--- src/rtl/assert_macros.svh ---
// Assertion macros shared by the decoder RTL.
// Assumes a clock named clk and an active-low reset named rst_n in scope.
`ifndef ASSERT_MACROS_SVH
`define ASSERT_MACROS_SVH

// Check an implication on every clock edge outside reset.
`define XMSD_ASSERT_IMPL(label, cond, prop, msg) \
  label: assert property (@(posedge clk) disable iff (!rst_n) (cond) |-> (prop)) \
    else $error(msg);

// Check a plain condition on every clock edge outside reset.
`define XMSD_ASSERT_ALWAYS(label, prop, msg) \
  label: assert property (@(posedge clk) disable iff (!rst_n) (prop)) \
    else $error(msg);

`endif

--- src/rtl/xmsd_pkg.sv ---
// Types and constants for the XOR-masked string decoder.
// No dependencies; used by xor_masked_string_decoder_core.
`timescale 1ns / 1ps

package xmsd_pkg;

  typedef enum logic [2:0] {
    PH_PREFIX = 3'd0,
    PH_LEN32  = 3'd1,
    PH_NARROW = 3'd2,
    PH_WLOW   = 3'd3,
    PH_WHIGH  = 3'd4
  } phase_t;

  localparam logic [15:0] WIDE_MASK0     = 16'hAAAA;
  localparam logic [7:0]  NARROW_MASK0   = 8'hAA;
  localparam logic [7:0]  LEN_ESC_WIDE   = 8'h7F;
  localparam logic [7:0]  LEN_ESC_NARROW = 8'h80;

endpackage

--- src/rtl/xor_masked_string_decoder_core.sv ---
// XOR-masked string decoder: length-prefixed 8/16-bit strings, one byte a beat.
// Depends on xmsd_pkg and assert_macros.svh.
//
//   channel  | dir | tdata                            | tlast      | tuser
//   in_      | in  | [7:0] data_byte, [15:8] key_byte | -          | start_req
//   out_     | out | [15:0] char_code                 | last       | empty_res
//
// One byte per clock sustained while out_ is not stalled. A beat lands in
// the input stage, is decoded by combinational logic and its result, if any,
// goes to the output register. The input stage advances whenever the output
// register is empty or being drained, so a stall on out_ backs up into
// in_tready with no bubble.
// Reset (rst_n low, synchronous) returns to expecting a length prefix.
`timescale 1ns / 1ps
`include "assert_macros.svh"

module xor_masked_string_decoder_core (
  input  logic        clk,
  input  logic        rst_n,
  input  logic        in_tvalid,
  output logic        in_tready,
  input  logic [15:0] in_tdata,   // [7:0] data_byte, [15:8] key_byte
  input  logic        in_tuser,   // [0] start_req
  output logic        out_tvalid,
  input  logic        out_tready,
  output logic [15:0] out_tdata,  // [15:0] char_code
  output logic        out_tlast,
  output logic        out_tuser   // [0] empty_res
);

  // input stage
  logic       s_vld_r;
  logic [7:0] s_data_r;
  logic [7:0] s_key_r;
  logic       s_start_r;

  // decoder state
  xmsd_pkg::phase_t phase_r, phase_nxt;
  logic [31:0] len_acc_r, len_acc_nxt;
  logic [1:0]  len_cnt_r, len_cnt_nxt;
  logic [30:0] rem_r, rem_nxt;
  logic        wide_r, wide_nxt;
  logic [15:0] mask_r, mask_nxt;
  logic [7:0]  low_hold_r, low_hold_nxt;

  // output register
  logic        out_vld_r;
  logic [15:0] out_code_r;
  logic        out_last_r;
  logic        out_empty_r;

  logic        out_free;
  logic        advance;
  logic        emit;
  logic [15:0] emit_code;
  logic        emit_last;
  logic        emit_empty;
  logic [7:0]  dk;
  logic [31:0] acc_upd;
  logic [7:0]  neg_len;

  assign out_free  = !out_vld_r || out_tready;
  assign advance   = s_vld_r && out_free;
  assign in_tready = !s_vld_r || out_free;

  assign dk      = s_data_r ^ s_key_r;
  assign neg_len = 8'(~s_data_r + 8'd1);

  always_comb begin
    acc_upd = len_acc_r;
    acc_upd[{len_cnt_r, 3'b000} +: 8] = len_acc_r[{len_cnt_r, 3'b000} +: 8] | s_data_r;
  end

  always_comb begin
    phase_nxt    = phase_r;
    len_acc_nxt  = len_acc_r;
    len_cnt_nxt  = len_cnt_r;
    rem_nxt      = rem_r;
    wide_nxt     = wide_r;
    mask_nxt     = mask_r;
    low_hold_nxt = low_hold_r;
    emit         = 1'b0;
    emit_code    = 16'h0000;
    emit_last    = 1'b0;
    emit_empty   = 1'b0;

    if (s_start_r || phase_r == xmsd_pkg::PH_PREFIX) begin
      len_acc_nxt  = 32'h0;
      len_cnt_nxt  = 2'd0;
      low_hold_nxt = 8'h00;
      if (s_data_r == 8'h00) begin
        phase_nxt  = xmsd_pkg::PH_PREFIX;
        emit       = 1'b1;
        emit_last  = 1'b1;
        emit_empty = 1'b1;
      end else if (!s_data_r[7]) begin
        wide_nxt = 1'b1;
        if (s_data_r == xmsd_pkg::LEN_ESC_WIDE) begin
          phase_nxt = xmsd_pkg::PH_LEN32;
        end else begin
          rem_nxt   = {23'h0, s_data_r};
          mask_nxt  = xmsd_pkg::WIDE_MASK0;
          phase_nxt = xmsd_pkg::PH_WLOW;
        end
      end else begin
        wide_nxt = 1'b0;
        if (s_data_r == xmsd_pkg::LEN_ESC_NARROW) begin
          phase_nxt = xmsd_pkg::PH_LEN32;
        end else begin
          rem_nxt   = {23'h0, neg_len};
          mask_nxt  = {8'h00, xmsd_pkg::NARROW_MASK0};
          phase_nxt = xmsd_pkg::PH_NARROW;
        end
      end
    end else begin
      unique case (phase_r)
        xmsd_pkg::PH_LEN32: begin
          len_acc_nxt = acc_upd;
          if (len_cnt_r == 2'd3) begin
            len_cnt_nxt = 2'd0;
            if (acc_upd == 32'h0 || acc_upd[31]) begin
              phase_nxt  = xmsd_pkg::PH_PREFIX;
              emit       = 1'b1;
              emit_last  = 1'b1;
              emit_empty = 1'b1;
            end else begin
              rem_nxt = acc_upd[30:0];
              if (wide_r) begin
                mask_nxt  = xmsd_pkg::WIDE_MASK0;
                phase_nxt = xmsd_pkg::PH_WLOW;
              end else begin
                mask_nxt  = {8'h00, xmsd_pkg::NARROW_MASK0};
                phase_nxt = xmsd_pkg::PH_NARROW;
              end
            end
          end else begin
            len_cnt_nxt = len_cnt_r + 2'd1;
          end
        end
        xmsd_pkg::PH_NARROW: begin
          emit      = 1'b1;
          emit_code = {8'h00, dk ^ mask_r[7:0]};
          mask_nxt  = {8'h00, 8'(mask_r[7:0] + 8'd1)};
          rem_nxt   = rem_r - 31'd1;
          emit_last = (rem_r == 31'd1);
          if (rem_r == 31'd1) begin
            phase_nxt = xmsd_pkg::PH_PREFIX;
          end
        end
        xmsd_pkg::PH_WLOW: begin
          low_hold_nxt = dk;
          phase_nxt    = xmsd_pkg::PH_WHIGH;
        end
        xmsd_pkg::PH_WHIGH: begin
          emit      = 1'b1;
          emit_code = {dk, low_hold_r} ^ mask_r;
          mask_nxt  = mask_r + 16'd1;
          rem_nxt   = rem_r - 31'd1;
          emit_last = (rem_r == 31'd1);
          phase_nxt = (rem_r == 31'd1) ? xmsd_pkg::PH_PREFIX : xmsd_pkg::PH_WLOW;
        end
        default: begin
          phase_nxt = xmsd_pkg::PH_PREFIX;
        end
      endcase
    end
  end

  // input stage: take a beat whenever the stage is empty or moving on
  always_ff @(posedge clk) begin
    if (!rst_n) begin
      s_vld_r <= 1'b0;
    end else if (in_tready) begin
      s_vld_r <= in_tvalid;
    end
  end

  always_ff @(posedge clk) begin
    if (in_tready && in_tvalid) begin
      s_data_r  <= in_tdata[7:0];
      s_key_r   <= in_tdata[15:8];
      s_start_r <= in_tuser;
    end
  end

  always_ff @(posedge clk) begin
    if (!rst_n) begin
      phase_r    <= xmsd_pkg::PH_PREFIX;
      len_acc_r  <= 32'h0;
      len_cnt_r  <= 2'd0;
      rem_r      <= 31'h0;
      wide_r     <= 1'b0;
      mask_r     <= 16'h0;
      low_hold_r <= 8'h00;
    end else if (advance) begin
      phase_r    <= phase_nxt;
      len_acc_r  <= len_acc_nxt;
      len_cnt_r  <= len_cnt_nxt;
      rem_r      <= rem_nxt;
      wide_r     <= wide_nxt;
      mask_r     <= mask_nxt;
      low_hold_r <= low_hold_nxt;
    end
  end

  // output register: load on a result, drop valid once drained
  always_ff @(posedge clk) begin
    if (!rst_n) begin
      out_vld_r <= 1'b0;
    end else if (advance && emit) begin
      out_vld_r <= 1'b1;
    end else if (out_tready) begin
      out_vld_r <= 1'b0;
    end
  end

  always_ff @(posedge clk) begin
    if (advance && emit) begin
      out_code_r  <= emit_code;
      out_last_r  <= emit_last;
      out_empty_r <= emit_empty;
    end
  end

  assign out_tvalid = out_vld_r;
  assign out_tdata  = out_code_r;
  assign out_tlast  = out_last_r;
  assign out_tuser  = out_empty_r;

  `XMSD_ASSERT_IMPL(a_empty_shape, out_vld_r && out_empty_r,
                    out_code_r == 16'h0000 && out_last_r, "empty result carries a char")
  `XMSD_ASSERT_IMPL(a_whigh_wide, phase_r == xmsd_pkg::PH_WHIGH, wide_r,
                    "wide high byte phase without wide chars")
  `XMSD_ASSERT_IMPL(a_narrow_mask, phase_r == xmsd_pkg::PH_NARROW, mask_r[15:8] == 8'h00,
                    "narrow mask overflowed into high byte")
  `XMSD_ASSERT_IMPL(a_payload_rem,
                    phase_r == xmsd_pkg::PH_NARROW || phase_r == xmsd_pkg::PH_WLOW ||
                    phase_r == xmsd_pkg::PH_WHIGH,
                    rem_r != 31'h0, "payload phase with no chars left")
  `XMSD_ASSERT_IMPL(a_stall_src, !in_tready, s_vld_r && out_vld_r && !out_tready,
                    "input stalled without a blocked result")

endmodule
--- config.mk ---
export PLATFORM = sky130hd
export DESIGN_NAME = xor_masked_string_decoder_core
export DESIGN_NICKNAME = d
export VERILOG_FILES = /design/src/rtl/xmsd_pkg.sv /design/src/rtl/xor_masked_string_decoder_core.sv
export VERILOG_INCLUDE_DIRS = /design/src /design/src/rtl
export SDC_FILE = /design/constraint.sdc
export NUM_CORES = 1
export LEC_CHECK = 0
export BUFFER_PORTS_ARGS = -buffer_cell sky130_fd_sc_hd__buf_2
export CAP_MARGIN = 0
export CORE_MARGIN = 4
export CORE_UTILIZATION = 62
export CTS_CLUSTER_DIAMETER = 120
export CTS_CLUSTER_SIZE = 30
export DETAILED_ROUTE_END_ITERATION = 8
export GPL_TIMING_DRIVEN = 0
export PLACE_DENSITY = 0.77
export SLEW_MARGIN = 15
export SYNTH_ARGS = -nofsm -noshare
export SYNTH_HDL_FRONTEND = slang
export SYNTH_SLANG_ARGS = --single-unit
--- constraint.sdc ---
create_clock -name clk -period 4.9 [get_ports clk]
set_input_delay 0.49 -clock clk [delete_from_list [all_inputs] [get_ports clk]]
set_output_delay 0.49 -clock clk [all_outputs]
set_load 0.005 [all_outputs]
==> results.yml <==
run_status:
  status: "finished, final reports clean"
logic_synthesis:
  async_flop_share_pct: 0
  synth_edf_count: 35
  ys_types: 75
  synth.yosys.warnings: 0
  netlist_area_um2: 7500
  seq_area_frac_synth_pct: 39.4
  ys.flop_type: "dfxtp_1"
  synth.avg_cell_area_um2: 7.95
  synth_nets: 976
  ys_seq_elements: 130
  syn_inst: 944
cells_and_area:
  final_cell_mix: "134 x a21oi_1, 124 x nand2_1, 99 x nor2_1, 95 x dfxtp_1, 54 x o21ai_0"
  final_util_pct: 72.8
  stdcell_area_um2: 8450
  final_layout_size_suffix_gt1_share_pct: 12.0
  area_growth_pct: 12.7
  nets: 1035
  final_common_cell: "a21oi_1"
  num_antenna_cells: 0
routing:
  routedWlPerCell_um: 22.2
  num_vias: 8052
  first_pass_iters: 8
  viasPerCell: 6.95
  ant_nets: 0
  drcViolationCount: 0
  drt-total-wl_um: 25700
  drtIter0Drc: 1462
timing:
  layout_setup_ws_ns: 0.204
  fin_crit_ns: 4.70
  setup_viol: 0
  worst_pin_slew_ns: 1.11
  skew_ns: 0.00818
  hold_violations: 0
  drv_slew: 0
  finalSetupTns_ns: 0
  fmax_mhz: 213
  slew_headroom_pct: 25.0
  whs_ns: 0.233
  finalCritPeriodShare_pct: 95.8
job:
  drv_cap: 0
pwr:
  combPwrFrac_pct: 15.8
  intPower_mw: 1.96
  switching_share_pct: 30.3
  leakagePower_nw: 2.90
  clkPwrFrac_pct: 43.1
  p_switching_uw: 855
  power.density_nw_per_um2: 333
  p_seq_share_pct: 41.2
  ir_drop_uv: 250
hold_path:
  hold_end: "s_data_r[2]"
  holdCritPathClass: "in -> reg"
  hold_depth: 1
  worst_hold_startpoint: "in_tdata[2]"
die:
  core_area_um2: 11600
  floorplan.initialDensity_pct: 64.6
  rows: 39
  die_w_um: 118
  top_level_ports: 41
  die_y_um: 118
  dieArea_um2: 13900
critical_path:
  cp_top_family: "compound AO/OA/AOI/OAI gates"
  cp_slowest_stage_delay_ns: 0.95
  worstPathCellList: "buf_4 -> inv_2 -> clkbuf_1 -> ha_1 -> buf_2 -> o41ai_2 -> a21oi_1 -> nand4_1 -> o41a_2 -> nor2_1 -> a211oi_1 -> nor2_4"
  arrival_ns: 4.82
  cp_max_fo: 18
  worst-r2r-setup-slack_ns: 0.20
  required_ns: 5.03
  crit_slowest_cell: "o41ai_2"
  start_kind: "flip-flop"
  critical_path_class: "reg -> reg"
  end_kind: "flip-flop"
  cp_num_buf_inv: 4
  r2r-end: "out_tdata[8]"
  reg2reg_from: "len_cnt_r[1]"
  worstRegToRegCells: 12
grt:
  track_usage_pct: 36.7
  antenna_found_initial: 0
  grt_pass1_vias: 7365
  grt_max_degree: 19
  grt_pass1_wl_um: 40400
  gr-total-overflow: 0
clocking:
  cts_tree: "yes"
  path_clk_slew_ns: 0.06
  cts_root_buf: "clkbuf_16"
  cts-resized-gates: 0
  cts_max_path_buffers: 2
  cts.sinks: 130
  post_cts_buffers: 0
  numCtsBuffers: 17
  cts-hold-fix-buffers: 0
  clk_latency_ns: 0.43
  htreeDepth: 4
place:
  placed_area_um2: 7880
  dp_slack_ns: 0.273
  port_buffers: 40
  dp_hpwl_um: 18500
  routabilityCongestion: 1.03
## worst max-delay path by stage
stage / slack [ns] / from / cells after the start / endpoint
floorplan: 0.89 / len_cnt_r[1] / 14 / out_tdata[0]
global placement: -0.05 / len_cnt_r[1] / 11 / out_tdata[10]
detailed placement: 0.27 / len_cnt_r[1] / 11 / out_tdata[8]
CTS: 0.24 / len_cnt_r[1] / 11 / out_tdata[8]
global route: -0.002 / len_cnt_r[1] / 12 / out_tdata[8]
finish: 0.20 / len_cnt_r[1] / 12 / out_tdata[8]
## stage by stage
step / instances / total power [mW]
floorplan: 944 / 1.47
global placement: 1127 / 1.59
detailed placement: 1127 / 1.60
CTS: 1159 / 2.79
global route: 1159 / 2.90
finish: 1159 / 2.82
## power groups by stage
| stage | Clock [mW] | Combinational, mW | Sequential, mW |
|---|---|---|---|
| after floorplan | 0 | 0.295 | 1.17 |
| after global placement | 0 | 0.409 | 1.18 |
| after detailed placement | 0 | 0.418 | 1.18 |
| after CTS | 1.21 | 0.424 | 1.16 |
| after global routing | 1.26 | 0.475 | 1.16 |
| final | 1.21 | 0.445 | 1.16 |
## sequential cells by signal, summed over array words and instances (netlist names)
signal      flops
rem_r          31
wide_r          1
s_data_r        8
mask_r         16
len_acc_r      32
out_tdata      16
len_cnt_r       2
low_hold_r      8
phase_r         3
s_start_r       1
s_key_r         8
out_tlast       1
out_tuser       1
out_tvalid      1
s_vld_r         1
## Yosys cell counts, types with 5 or more instances
cell / number / area share [%]
buf_6: 5 / 0.75
o31ai_1: 9 / 0.90
nor3_1: 32 / 2.1
o211ai_1: 14 / 1.4
or4_1: 6 / 0.60
a221oi_1: 8 / 0.93
nand3_1: 43 / 2.9
nor2_1: 100 / 5.0
ha_1: 11 / 1.8
clkbuf_1: 52 / 2.6
or2_2: 5 / 0.42
nand4_1: 8 / 0.67
xnor2_1: 20 / 2.3
nor4_1: 16 / 1.3
nand2_1: 124 / 6.2
o21ai_0: 54 / 3.6
edfxtp_1: 35 / 14
a211oi_1: 7 / 0.70
o221a_2: 13 / 2.0
a21oi_1: 134 / 8.9
o2111ai_1: 7 / 0.82
xor2_1: 14 / 1.6
inv_1: 12 / 0.60
o41ai_1: 5 / 0.58
dfxtp_1: 95 / 25
buf_2: 10 / 0.67
a31oi_1: 13 / 1.1
## cell type report
cell class	count	area (um^2)
fill	947	3160
inverter	14	52.6
timing repair buffer	40	200
sequential	130	2950
buffer	74	337
tap	143	179
clock inverter	13	100
multi-input combinational	726	4170
clock buffer	19	464
## cell families (layout without fill, tap and decap cells)
kind of cell / Yosys count / count (layout) / share of synthesized area, %
muxes: 2 / 2 / 0.267
and+or+nand+nor: 372 / 372 / 23.2
buffers and inverters: 88 / 160 / 5.19
xor gates and xnor gates: 34 / 34 / 3.97
AOI/OAI and AO/OA: 307 / 307 / 26.2
DFF: 130 / 130 / 39.4
adders and majority gates: 11 / 11 / 1.83
## per-layer routing
layer | vias up | GRT usage (%) | share of wire, %
met3 | 85 | 10.4 | 14
met2 | 648 | 55.5 | 43
met1 | 3716 | 50.3 | 39
met5 | - | 0 | 0
li1 | 3603 | - | -
met4 | 0 | 12.9 | 3.0
## worst reg2reg max path: stages, from the launching register on
cell      delay [ns]
dfxtp_1         0.34
buf_4           0.18
inv_2           0.13
clkbuf_1        0.57
ha_1            0.36
buf_2           0.17
o41ai_2         0.95
a21oi_1         0.35
nand4_1         0.21
o41a_2          0.21
nor2_1          0.09
a211oi_1        0.58
nor2_4          0.24
No activity file was read; power rests on OpenSTA's default activity.
